### config.mk
export PLATFORM = sky130hd
export DESIGN_NAME = calibrated_control_packet_framer_unit_flat
export DESIGN_NICKNAME = d
export VERILOG_FILES = /design/src/hw/rtl/ccpf_pkg.sv /design/src/hw/rtl/ccpf_if.sv /design/src/hw/rtl/ccpf_axis_cal.sv /design/src/hw/rtl/calibrated_control_packet_framer_unit.sv /design/src/flat_wrapper.sv
export SDC_FILE = /design/constraint.sdc
export NUM_CORES = 2
export LEC_CHECK = 0
export BUFFER_PORTS_ARGS = -buffer_cell sky130_fd_sc_hd__buf_2
export CORE_MARGIN = 2
export CORE_UTILIZATION = 55
export CTS_CLUSTER_SIZE = 40
export DETAILED_ROUTE_END_ITERATION = 8
export GPL_TIMING_DRIVEN = 0
export PLACE_DENSITY = 0.8
export SYNTH_ARGS = -nofsm -noshare
export SYNTH_HDL_FRONTEND = slang
export SYNTH_SLANG_ARGS = --single-unit
### constraint.sdc
create_clock -name clock -period 25.2 [get_ports clock]
set_input_delay 0 -clock clock [delete_from_list [all_inputs] [get_ports clock]]
set_output_delay 0 -clock clock [all_outputs]
set_load 0.02 [all_outputs]
### src/hw/rtl/ccpf_pkg.sv
// Package of the calibrated control packet framer: payload types, frame
// constants and register indexes. No dependencies.
package ccpf_pkg;

   localparam int LEVEL_WIDTH     = 10;
   localparam int SWITCH_WIDTH    = 6;
   localparam int MASK_WIDTH      = 8;
   localparam int CAL_WIDTH       = 30;
   localparam int CSR_INDEX_WIDTH = 8;
   localparam int CSR_DATA_WIDTH  = 32;
   localparam int BYTE_INDEX_WIDTH = 5;
   localparam int FRAME_LEN       = 20;

   // Divider: 19-bit magnitude numerator, 10-bit divisor, 12 quotient bits
   // (the top one flags a quotient that saturates the clamp).
   localparam int NUM_WIDTH   = 19;
   localparam int DEN_WIDTH   = 10;
   localparam int QUO_WIDTH   = 12;
   localparam int DIV_STAGES  = 4;
   localparam int STEPS_PER_STAGE = QUO_WIDTH / DIV_STAGES;

   localparam logic [7:0] START_BYTE0 = 8'hF1;
   localparam logic [7:0] START_BYTE1 = 8'h7E;
   localparam logic [LEVEL_WIDTH-1:0] CAL_MID   = 10'd512;
   localparam logic [LEVEL_WIDTH-1:0] LEVEL_MAX = 10'd1023;
   localparam logic [CAL_WIDTH-1:0]   CAL_RESET = 30'h3FF80000;

   localparam logic [CSR_INDEX_WIDTH-1:0] REG_CAL_STICK1_UD = 8'd0;
   localparam logic [CSR_INDEX_WIDTH-1:0] REG_CAL_STICK1_LR = 8'd1;
   localparam logic [CSR_INDEX_WIDTH-1:0] REG_CAL_STICK2_UD = 8'd2;
   localparam logic [CSR_INDEX_WIDTH-1:0] REG_CAL_STICK2_LR = 8'd3;

   localparam logic [BYTE_INDEX_WIDTH-1:0] LAST_BYTE = 5'd19;

   typedef struct packed {
      logic [NUM_WIDTH-1:0] rem;
      logic [QUO_WIDTH-1:0] quo;
      logic [DEN_WIDTH-1:0] den;
      logic                 neg;
      logic                 zero;
      logic                 upper;
   } div_type;

   typedef struct packed {
      logic [LEVEL_WIDTH-1:0]  poti_level;
      logic [LEVEL_WIDTH-1:0]  flap_level;
      logic [LEVEL_WIDTH-1:0]  fader_level;
      logic [SWITCH_WIDTH-1:0] switch_bits;
      logic [MASK_WIDTH-1:0]   button_mask;
      logic [MASK_WIDTH-1:0]   special_mask;
   } pass_type;

endpackage

### src/hw/rtl/ccpf_if.sv
// Channel interfaces of the framer: sample set, frame byte and register write.
// Depends on ccpf_pkg.
interface ccpf_req_if;
   logic                                valid;
   logic                                ready;
   logic [ccpf_pkg::LEVEL_WIDTH-1:0]    stick1_ud;
   logic [ccpf_pkg::LEVEL_WIDTH-1:0]    stick1_lr;
   logic [ccpf_pkg::LEVEL_WIDTH-1:0]    stick2_ud;
   logic [ccpf_pkg::LEVEL_WIDTH-1:0]    stick2_lr;
   logic [ccpf_pkg::LEVEL_WIDTH-1:0]    poti_level;
   logic [ccpf_pkg::LEVEL_WIDTH-1:0]    flap_level;
   logic [ccpf_pkg::LEVEL_WIDTH-1:0]    fader_level;
   logic [ccpf_pkg::SWITCH_WIDTH-1:0]   switch_bits;
   logic [ccpf_pkg::MASK_WIDTH-1:0]     button_mask;
   logic [ccpf_pkg::MASK_WIDTH-1:0]     special_mask;

   modport source (output valid, stick1_ud, stick1_lr, stick2_ud, stick2_lr,
                   poti_level, flap_level, fader_level, switch_bits,
                   button_mask, special_mask, input ready);
   modport sink (input valid, stick1_ud, stick1_lr, stick2_ud, stick2_lr,
                 poti_level, flap_level, fader_level, switch_bits,
                 button_mask, special_mask, output ready);
endinterface

interface ccpf_rsp_if;
   logic                                   valid;
   logic                                   ready;
   logic [7:0]                             frame_byte;
   logic [ccpf_pkg::BYTE_INDEX_WIDTH-1:0]  byte_index;
   logic                                   frame_end;

   modport source (output valid, frame_byte, byte_index, frame_end, input ready);
   modport sink (input valid, frame_byte, byte_index, frame_end, output ready);
endinterface

interface ccpf_csr_if;
   logic                                  valid;
   logic                                  ready;
   logic [ccpf_pkg::CSR_INDEX_WIDTH-1:0]  index;
   logic [ccpf_pkg::CSR_DATA_WIDTH-1:0]   data;

   modport source (output valid, index, data, input ready);
   modport sink (input valid, index, data, output ready);
endinterface

### src/hw/rtl/ccpf_axis_cal.sv
// Piecewise-linear calibration of one axis: set-up stage, pipelined restoring
// divider and clamp. Depends on ccpf_pkg.
module ccpf_axis_cal (
   input  logic                                 clock,
   input  logic                                 advance,
   input  logic [ccpf_pkg::LEVEL_WIDTH-1:0]     raw,
   input  logic [ccpf_pkg::CAL_WIDTH-1:0]       cal,
   output logic [ccpf_pkg::LEVEL_WIDTH-1:0]     value
);

   ccpf_pkg::div_type div_ff [0:ccpf_pkg::DIV_STAGES];
   ccpf_pkg::div_type div_in [0:ccpf_pkg::DIV_STAGES];
   ccpf_pkg::div_type setup_in;

   logic [9:0]  lo, mid, hi;
   logic        upper;
   logic [10:0] diff, den;
   logic [9:0]  diff_mag, den_mag;

   // One quotient bit per step, most significant first.
   function automatic ccpf_pkg::div_type div_steps(ccpf_pkg::div_type d, int first);
      ccpf_pkg::div_type r;
      logic [20:0] dd;
      int          s;
      r = d;
      for (int j = 0; j < ccpf_pkg::STEPS_PER_STAGE; j++) begin
         s  = ccpf_pkg::QUO_WIDTH - 1 - (first + j);
         dd = {11'd0, r.den} << s;
         if ({2'b00, r.rem} >= dd) begin
            r.rem    = r.rem - dd[ccpf_pkg::NUM_WIDTH-1:0];
            r.quo[s] = 1'b1;
         end
      end
      return r;
   endfunction

   // Set-up: pick the branch, form numerator and divisor magnitudes.
   always_comb begin
      lo    = cal[9:0];
      mid   = cal[19:10];
      hi    = cal[29:20];
      upper = raw > mid;
      diff  = upper ? ({1'b0, raw} - {1'b0, mid}) : ({1'b0, raw} - {1'b0, lo});
      den   = upper ? ({1'b0, hi} - {1'b0, mid}) : ({1'b0, mid} - {1'b0, lo});
      diff_mag = diff[10] ? 10'(-diff) : diff[9:0];
      den_mag  = den[10] ? 10'(-den) : den[9:0];
      setup_in.rem   = {diff_mag, 9'd0};
      setup_in.quo   = '0;
      setup_in.den   = den_mag;
      setup_in.neg   = diff[10] ^ den[10];
      setup_in.zero  = (den == 11'd0);
      setup_in.upper = upper;
   end

   assign div_in[0] = setup_in;

   for (genvar g = 1; g <= ccpf_pkg::DIV_STAGES; g++) begin : g_div
      assign div_in[g] = div_steps(div_ff[g-1], (g - 1) * ccpf_pkg::STEPS_PER_STAGE);
   end

   always_ff @(posedge clock) begin
      if (advance) begin
         for (int k = 0; k <= ccpf_pkg::DIV_STAGES; k++) begin
            div_ff[k] <= div_in[k];
         end
      end
   end

   // Clamp: a quotient of 1024 or more saturates either branch.
   always_comb begin
      ccpf_pkg::div_type d;
      logic [10:0] q;
      d = div_ff[ccpf_pkg::DIV_STAGES];
      q = d.quo[11] ? 11'd1024 : {1'b0, d.quo[9:0]} | {d.quo[10], 10'd0};
      if (d.zero) begin
         value = ccpf_pkg::CAL_MID;
      end else if (!d.upper) begin
         if (d.neg) value = '0;
         else if (q > 11'd1023) value = ccpf_pkg::LEVEL_MAX;
         else value = q[9:0];
      end else begin
         if (d.neg) value = (q >= 11'd512) ? 10'd0 : 10'(11'd512 - q);
         else value = (q >= 11'd512) ? ccpf_pkg::LEVEL_MAX : 10'(11'd512 + q);
      end
   end

endmodule

### src/hw/rtl/calibrated_control_packet_framer_unit.sv
// Calibrated control packet framer: sample set in, 20-byte frame out.
// The set-up register and the divider stages lie between a sample set beat
// and the frame register that offers its first byte. The output port gives
// one frame byte per beat; the whole pipeline holds while the frame register
// drains, so sets enter back to back only while that register is empty.
// Reset (synchronous, active high): pipeline and frame emptied, calibration
// registers return to min 0, centre 512, max 1023.
module calibrated_control_packet_framer_unit (
   input  logic          clock,
   input  logic          reset,
   ccpf_req_if.sink      req_chan,
   ccpf_rsp_if.source    rsp_chan,
   ccpf_csr_if.sink      csr_chan
);

   localparam int NSTAGE = ccpf_pkg::DIV_STAGES + 1;

   // Calibration registers; the user is to write them only while the block is idle, which the block does not enforce.
   logic [ccpf_pkg::CAL_WIDTH-1:0] cal_ff [0:3];

   // Pipeline: set-up stage then the divider stages, valid bits alongside.
   logic [NSTAGE-1:0]   valid_ff;
   ccpf_pkg::pass_type  pass_ff [0:NSTAGE-1];
   logic                advance;

   // Frame register and byte pointer: the output stage.
   logic [7:0]                              frame_ff [0:ccpf_pkg::FRAME_LEN-1];
   logic [7:0]                              frame_in [0:ccpf_pkg::FRAME_LEN-1];
   logic                                    frame_valid_ff;
   logic [ccpf_pkg::BYTE_INDEX_WIDTH-1:0]   idx_ff;

   logic [ccpf_pkg::LEVEL_WIDTH-1:0] axis_raw [0:3];
   logic [ccpf_pkg::LEVEL_WIDTH-1:0] axis_val [0:3];

   // Configuration port: always ready; drop writes beyond the list.
   assign csr_chan.ready = 1'b1;

   always_ff @(posedge clock) begin
      if (reset) begin
         for (int k = 0; k < 4; k++) begin
            cal_ff[k] <= ccpf_pkg::CAL_RESET;
         end
      end else if (csr_chan.valid) begin
         case (csr_chan.index)
            ccpf_pkg::REG_CAL_STICK1_UD: cal_ff[0] <= csr_chan.data[ccpf_pkg::CAL_WIDTH-1:0];
            ccpf_pkg::REG_CAL_STICK1_LR: cal_ff[1] <= csr_chan.data[ccpf_pkg::CAL_WIDTH-1:0];
            ccpf_pkg::REG_CAL_STICK2_UD: cal_ff[2] <= csr_chan.data[ccpf_pkg::CAL_WIDTH-1:0];
            ccpf_pkg::REG_CAL_STICK2_LR: cal_ff[3] <= csr_chan.data[ccpf_pkg::CAL_WIDTH-1:0];
            default: ;
         endcase
      end
   end

   // Advance the whole pipeline whenever the frame register is free or is
   // handing over its last byte in this cycle; otherwise hold every stage.
   assign advance = !frame_valid_ff || (rsp_chan.ready && idx_ff == ccpf_pkg::LAST_BYTE);
   assign req_chan.ready = advance;

   // Mirror axis two before calibration.
   assign axis_raw[0] = req_chan.stick1_ud;
   assign axis_raw[1] = ccpf_pkg::LEVEL_MAX - req_chan.stick1_lr;
   assign axis_raw[2] = req_chan.stick2_ud;
   assign axis_raw[3] = req_chan.stick2_lr;

   for (genvar a = 0; a < 4; a++) begin : g_axis
      ccpf_axis_cal u_cal (
         .clock   (clock),
         .advance (advance),
         .raw     (axis_raw[a]),
         .cal     (cal_ff[a]),
         .value   (axis_val[a])
      );
   end

   // Pass-through fields ride along with the divider.
   always_ff @(posedge clock) begin
      if (reset) begin
         valid_ff <= '0;
      end else if (advance) begin
         valid_ff <= {valid_ff[NSTAGE-2:0], req_chan.valid};
      end
   end

   always_ff @(posedge clock) begin
      if (advance) begin
         pass_ff[0].poti_level   <= req_chan.poti_level;
         pass_ff[0].flap_level   <= req_chan.flap_level;
         pass_ff[0].fader_level  <= req_chan.fader_level;
         pass_ff[0].switch_bits  <= req_chan.switch_bits;
         pass_ff[0].button_mask  <= req_chan.button_mask;
         pass_ff[0].special_mask <= req_chan.special_mask;
         for (int k = 1; k < NSTAGE; k++) begin
            pass_ff[k] <= pass_ff[k-1];
         end
      end
   end

   // Assemble the frame, low byte first, and close it with the XOR checksum.
   always_comb begin
      ccpf_pkg::pass_type p;
      logic [7:0] sum;
      p = pass_ff[NSTAGE-1];
      frame_in[0] = ccpf_pkg::START_BYTE0;
      frame_in[1] = ccpf_pkg::START_BYTE1;
      for (int a = 0; a < 4; a++) begin
         frame_in[2 + 2*a] = axis_val[a][7:0];
         frame_in[3 + 2*a] = {6'd0, axis_val[a][9:8]};
      end
      frame_in[10] = p.poti_level[7:0];
      frame_in[11] = {6'd0, p.poti_level[9:8]};
      frame_in[12] = p.flap_level[7:0];
      frame_in[13] = {6'd0, p.flap_level[9:8]};
      frame_in[14] = p.fader_level[7:0];
      frame_in[15] = {6'd0, p.fader_level[9:8]};
      frame_in[16] = {2'd0, p.switch_bits};
      frame_in[17] = p.button_mask;
      frame_in[18] = p.special_mask;
      sum = '0;
      for (int i = 0; i < ccpf_pkg::FRAME_LEN - 1; i++) begin
         sum = sum ^ frame_in[i];
      end
      frame_in[ccpf_pkg::FRAME_LEN-1] = sum;
   end

   // Output stage: load a finished frame, then step one byte per beat.
   always_ff @(posedge clock) begin
      if (reset) begin
         frame_valid_ff <= 1'b0;
         idx_ff         <= '0;
      end else if (advance) begin
         frame_valid_ff <= valid_ff[NSTAGE-1];
         idx_ff         <= '0;
      end else if (rsp_chan.ready) begin
         idx_ff <= idx_ff + 1'b1;
      end
   end

   always_ff @(posedge clock) begin
      if (advance && valid_ff[NSTAGE-1]) begin
         for (int i = 0; i < ccpf_pkg::FRAME_LEN; i++) begin
            frame_ff[i] <= frame_in[i];
         end
      end
   end

   assign rsp_chan.valid      = frame_valid_ff;
   assign rsp_chan.frame_byte = frame_ff[idx_ff];
   assign rsp_chan.byte_index = idx_ff;
   assign rsp_chan.frame_end  = (idx_ff == ccpf_pkg::LAST_BYTE);

endmodule

### src/flat_wrapper.sv
// flat-port wrapper written by rule: the top's interface ports become plain ports
module calibrated_control_packet_framer_unit_flat 
  (clock, reset, req_chan_valid, req_chan_stick1_ud, req_chan_stick1_lr, req_chan_stick2_ud, req_chan_stick2_lr, req_chan_poti_level, req_chan_flap_level, req_chan_fader_level, req_chan_switch_bits, req_chan_button_mask, req_chan_special_mask, req_chan_ready, rsp_chan_valid, rsp_chan_frame_byte, rsp_chan_byte_index, rsp_chan_frame_end, rsp_chan_ready, csr_chan_valid, csr_chan_index, csr_chan_data, csr_chan_ready);
  ccpf_req_if req_chan_i ();
  ccpf_rsp_if rsp_chan_i ();
  ccpf_csr_if csr_chan_i ();
  input  logic clock;
  input  logic reset;
  input wire logic [$bits(req_chan_i.valid)-1:0] req_chan_valid;
  input wire logic [$bits(req_chan_i.stick1_ud)-1:0] req_chan_stick1_ud;
  input wire logic [$bits(req_chan_i.stick1_lr)-1:0] req_chan_stick1_lr;
  input wire logic [$bits(req_chan_i.stick2_ud)-1:0] req_chan_stick2_ud;
  input wire logic [$bits(req_chan_i.stick2_lr)-1:0] req_chan_stick2_lr;
  input wire logic [$bits(req_chan_i.poti_level)-1:0] req_chan_poti_level;
  input wire logic [$bits(req_chan_i.flap_level)-1:0] req_chan_flap_level;
  input wire logic [$bits(req_chan_i.fader_level)-1:0] req_chan_fader_level;
  input wire logic [$bits(req_chan_i.switch_bits)-1:0] req_chan_switch_bits;
  input wire logic [$bits(req_chan_i.button_mask)-1:0] req_chan_button_mask;
  input wire logic [$bits(req_chan_i.special_mask)-1:0] req_chan_special_mask;
  output wire logic [$bits(req_chan_i.ready)-1:0] req_chan_ready;
  output wire logic [$bits(rsp_chan_i.valid)-1:0] rsp_chan_valid;
  output wire logic [$bits(rsp_chan_i.frame_byte)-1:0] rsp_chan_frame_byte;
  output wire logic [$bits(rsp_chan_i.byte_index)-1:0] rsp_chan_byte_index;
  output wire logic [$bits(rsp_chan_i.frame_end)-1:0] rsp_chan_frame_end;
  input wire logic [$bits(rsp_chan_i.ready)-1:0] rsp_chan_ready;
  input wire logic [$bits(csr_chan_i.valid)-1:0] csr_chan_valid;
  input wire logic [$bits(csr_chan_i.index)-1:0] csr_chan_index;
  input wire logic [$bits(csr_chan_i.data)-1:0] csr_chan_data;
  output wire logic [$bits(csr_chan_i.ready)-1:0] csr_chan_ready;
  assign req_chan_i.valid = req_chan_valid;
  assign req_chan_i.stick1_ud = req_chan_stick1_ud;
  assign req_chan_i.stick1_lr = req_chan_stick1_lr;
  assign req_chan_i.stick2_ud = req_chan_stick2_ud;
  assign req_chan_i.stick2_lr = req_chan_stick2_lr;
  assign req_chan_i.poti_level = req_chan_poti_level;
  assign req_chan_i.flap_level = req_chan_flap_level;
  assign req_chan_i.fader_level = req_chan_fader_level;
  assign req_chan_i.switch_bits = req_chan_switch_bits;
  assign req_chan_i.button_mask = req_chan_button_mask;
  assign req_chan_i.special_mask = req_chan_special_mask;
  assign req_chan_ready = req_chan_i.ready;
  assign rsp_chan_valid = rsp_chan_i.valid;
  assign rsp_chan_frame_byte = rsp_chan_i.frame_byte;
  assign rsp_chan_byte_index = rsp_chan_i.byte_index;
  assign rsp_chan_frame_end = rsp_chan_i.frame_end;
  assign rsp_chan_i.ready = rsp_chan_ready;
  assign csr_chan_i.valid = csr_chan_valid;
  assign csr_chan_i.index = csr_chan_index;
  assign csr_chan_i.data = csr_chan_data;
  assign csr_chan_ready = csr_chan_i.ready;
  calibrated_control_packet_framer_unit u_core (.clock(clock), .reset(reset), .req_chan(req_chan_i), .rsp_chan(rsp_chan_i), .csr_chan(csr_chan_i));
endmodule
==> summary.txt <==
Critical Path Most Common Cell = ha_1
Sequential element share of the synthesized area = 43.5%
Metal3 WL = 11400 um
Worst min path class = input port to register
Synthesized area = 70900 um2
Fin Hold WS = 61.8 ps
Highest Signal Layer = met5
Max-Cap Viols = 0
Final Cycle Share = 38.4%
Setup CP Type = register to register
Worst EP required = 25670 ps
Startpoint Class = register
Period minus WS final = 9670 ps
Mapped Nets = 7568
Storage element area = 30800 um2
Initial Util = 55.5%
CP peak stage delay = 680 ps
Critical path's slowest cell = a31oi_1
Buf/Inv on CP = 6
Clock buffer depth = 3
# fillers = 9750
Routed wl met2 = 83300 um
Full die area = 132000 um2
CTS resizes = 0
Via Count = 53.4k
Global-route wire length before repair = 275000 um
Crit path capture type = register
Worst slew margin = 12.3%
Status = completed
IO Port Bufs = 149
Initial DRC count = 5083
TritonCTS Buffers = 105
Async SR Flop Fraction = 0%
Syn_area_per_cell = 10.5 um2
Detail Placement HPWL = 127000 um
Worst Path Arrival = 10140 ps
Setup Skew = 79.6 ps
ANT nets after route = 0
Io pins = 154
Final WL = 173000 um
Post-CTS Setup Inserts = 0
Worst-path clk slew = 60 ps
Post-synthesis instance total = 6770
CP startpoint = u_core.g_axis[3].u_cal.div_ff[0][92]$_DFFE_PP_
Global route overflow = 0
Setup violators final = 0
Clk_lat worst skew = 800 ps
Drt first pass iters = 8
Worst slew pin tran = 1310 ps
GP Congestion = 0.934
Yosys warnings = 0
RSZ-0062 raised after global routing = no
Post-synth EDFFs = 1016
Layout Area Growth over Synthesis = 11.6%
Initial antenna violation count = 15
Achievable Freq = 103 MHz
Num Clock Sinks = 1032
Pin count of the biggest net entering global routing = 148
Htree depth = 3
Number of global-route vias before repair = 52.6k
Slew Limit Fails = 0
Total GRT Usage = 25.9%
Final setup TNS = 0 ps
Share of layout cells above drive strength 1 = 9.90%
Die height = 363 um
CP max FO = 10
CORE AREA = 128000 um2
HP Start = req_chan_stick2_lr[6]
Wl on met1 = 72000 um
Worst R2R Start = u_core.g_axis[3].u_cal.div_ff[0][92]$_DFFE_PP_
Via density = 5.97
Final hold violations = 0
CTS Root Cell = clkbuf_16
Row cnt = 131
Wire length per cell = 19.4 um
Area of the multi-input gates = 37600 um2
Top delay family on crit path = compound AO/OA/AOI/OAI gates
FF+latch count, synth = 1032
Ys flop type = edfxtp_1
Final Net Count = 7983
DR DRC count = 0
Die width = 363 um
Synth cell types = 111
CTS tree = yes
-- registers in the layout (all words and copies together) (netlist names), named ones only --
register	cells
u_core.cal_ff	120
u_core.frame_ff	100
u_core.g_axis.u_cal.div_ff	536
u_core.pass_ff	260
u_core.rsp_chan.byte_index	5
u_core.rsp_chan.valid	1
u_core.valid_ff	5
-- cell usage after synthesis (113+ instances only) --
cell / instances / area share [%]
nand2b_1: 147 / 1.3
inv_1: 518 / 2.7
a21o_1: 174 / 1.8
o21ai_0: 366 / 2.6
xnor2_1: 388 / 4.8
and2_1: 113 / 1.0
mux2i_1: 121 / 1.7
nor3_1: 117 / 0.83
ha_1: 621 / 11
nor2_1: 533 / 2.8
mux2_2: 242 / 3.8
a21oi_1: 465 / 3.3
nand2_1: 413 / 2.2
xor2_1: 187 / 2.3
edfxtp_1: 1016 / 43
-- stage by stage --
stage	setup slack (ps)	utilization [%]	instance area, um2	std cells
after floorplan	6700	-	70900	6770
after global placement	1140	57.7	73800	8581
after detailed placement	15720	57.9	74100	8593
after CTS	15640	61.9	79200	8935
after global routing	15060	61.9	79200	8938
final	15530	61.9	79200	8941
-- layout by cell type, fill, tap and decap left out, types with 16 or more instances in the layout --
cell,count
a211oi_1,39
a21boi_0,66
a21o_1,174
a21oi_1,465
a31o_2,23
a31oi_1,46
and2_1,113
and3_1,21
buf_2,169
clkbuf_1,108
clkbuf_16,107
dfxtp_1,16
dlygate4sd3_1,147
edfxtp_1,1016
fa_1,40
ha_1,621
inv_1,517
mux2_2,242
mux2i_1,121
mux4_2,20
nand2_1,413
nand2b_1,147
nand3_1,80
nand4_1,84
nor2_1,533
nor2b_1,106
nor3_1,116
nor3b_1,26
nor4_1,38
o211ai_1,30
o21a_1,100
o21ai_0,366
o21bai_1,91
o31a_1,20
o31ai_1,43
o41ai_1,17
or2_2,26
or3_1,51
xnor2_1,388
xor2_1,187
-- final cells by class --
| cell class | count | area share, % |
|---|---|---|
| sequential | 1032 | 38.9 |
| clock buffer | 132 | 3.56 |
| clock inverter | 63 | 1.03 |
| multi-input combinational | 5081 | 47.5 |
| inverter | 529 | 2.52 |
| buffer | 128 | 0.690 |
| tap | 1662 | 2.63 |
| antenna | 6 | 0.0190 |
| timing repair buffer | 308 | 3.15 |
-- layer usage --
metal  vias to the layer above  GRT usage [%]
li1                      25626              -
met1                     25424           33.2
met2                      1934           44.2
met3                       406           3.58
met4                        18           10.2
met5                         -              0
-- tightest hold or removal path, cell delays in order --
cell	delay, ps
buf_2	100
ha_1	200
xnor2_1	170
mux2i_1	100
xnor2_1	130
-- kinds of logic (layout without fill, tap and decap cells) --
kind of cell,after synthesis,count (layout),share of synthesized area [%]
other,1,7,0.00529
buffers and inverters,657,1160,3.57
adders and majority gates,661,661,12.1
AOI/OAI and AO/OA,1619,1619,14.6
xor gates and xnor gates,576,576,7.13
DFF,1032,1032,43.5
muxes,386,386,6.24
and+or+nand+nor,1838,1838,12.9
-- path summary, 6_finish.rpt --
| path | to | slack [ps] | cells after the start |
|---|---|---|---|
| setup / recovery | u_core.g_axis[3].u_cal.div_ff[0][163]$_DFFE_PP_ | 15530 | 31 |
| hold / removal | u_core.g_axis[3].u_cal.div_ff[0][40]$_DFFE_PP_ | 60 | 5 |
| setup reg to reg | u_core.g_axis[3].u_cal.div_ff[0][163]$_DFFE_PP_ | 15530 | 31 |
| hold reg to reg | u_core.g_axis[3].u_cal.div_ff[0][88]$_DFFE_PP_ | 380 | 0 |
-- timing repair --
action,in CTS,in global routing
setup endpoints to repair,0,0
hold endpoints to repair,200,0
hold buffers,147,0
Power is left out: the tool's default activity adds up to more than one toggle a clock period on the data nets, which glitch-free logic cannot reach.
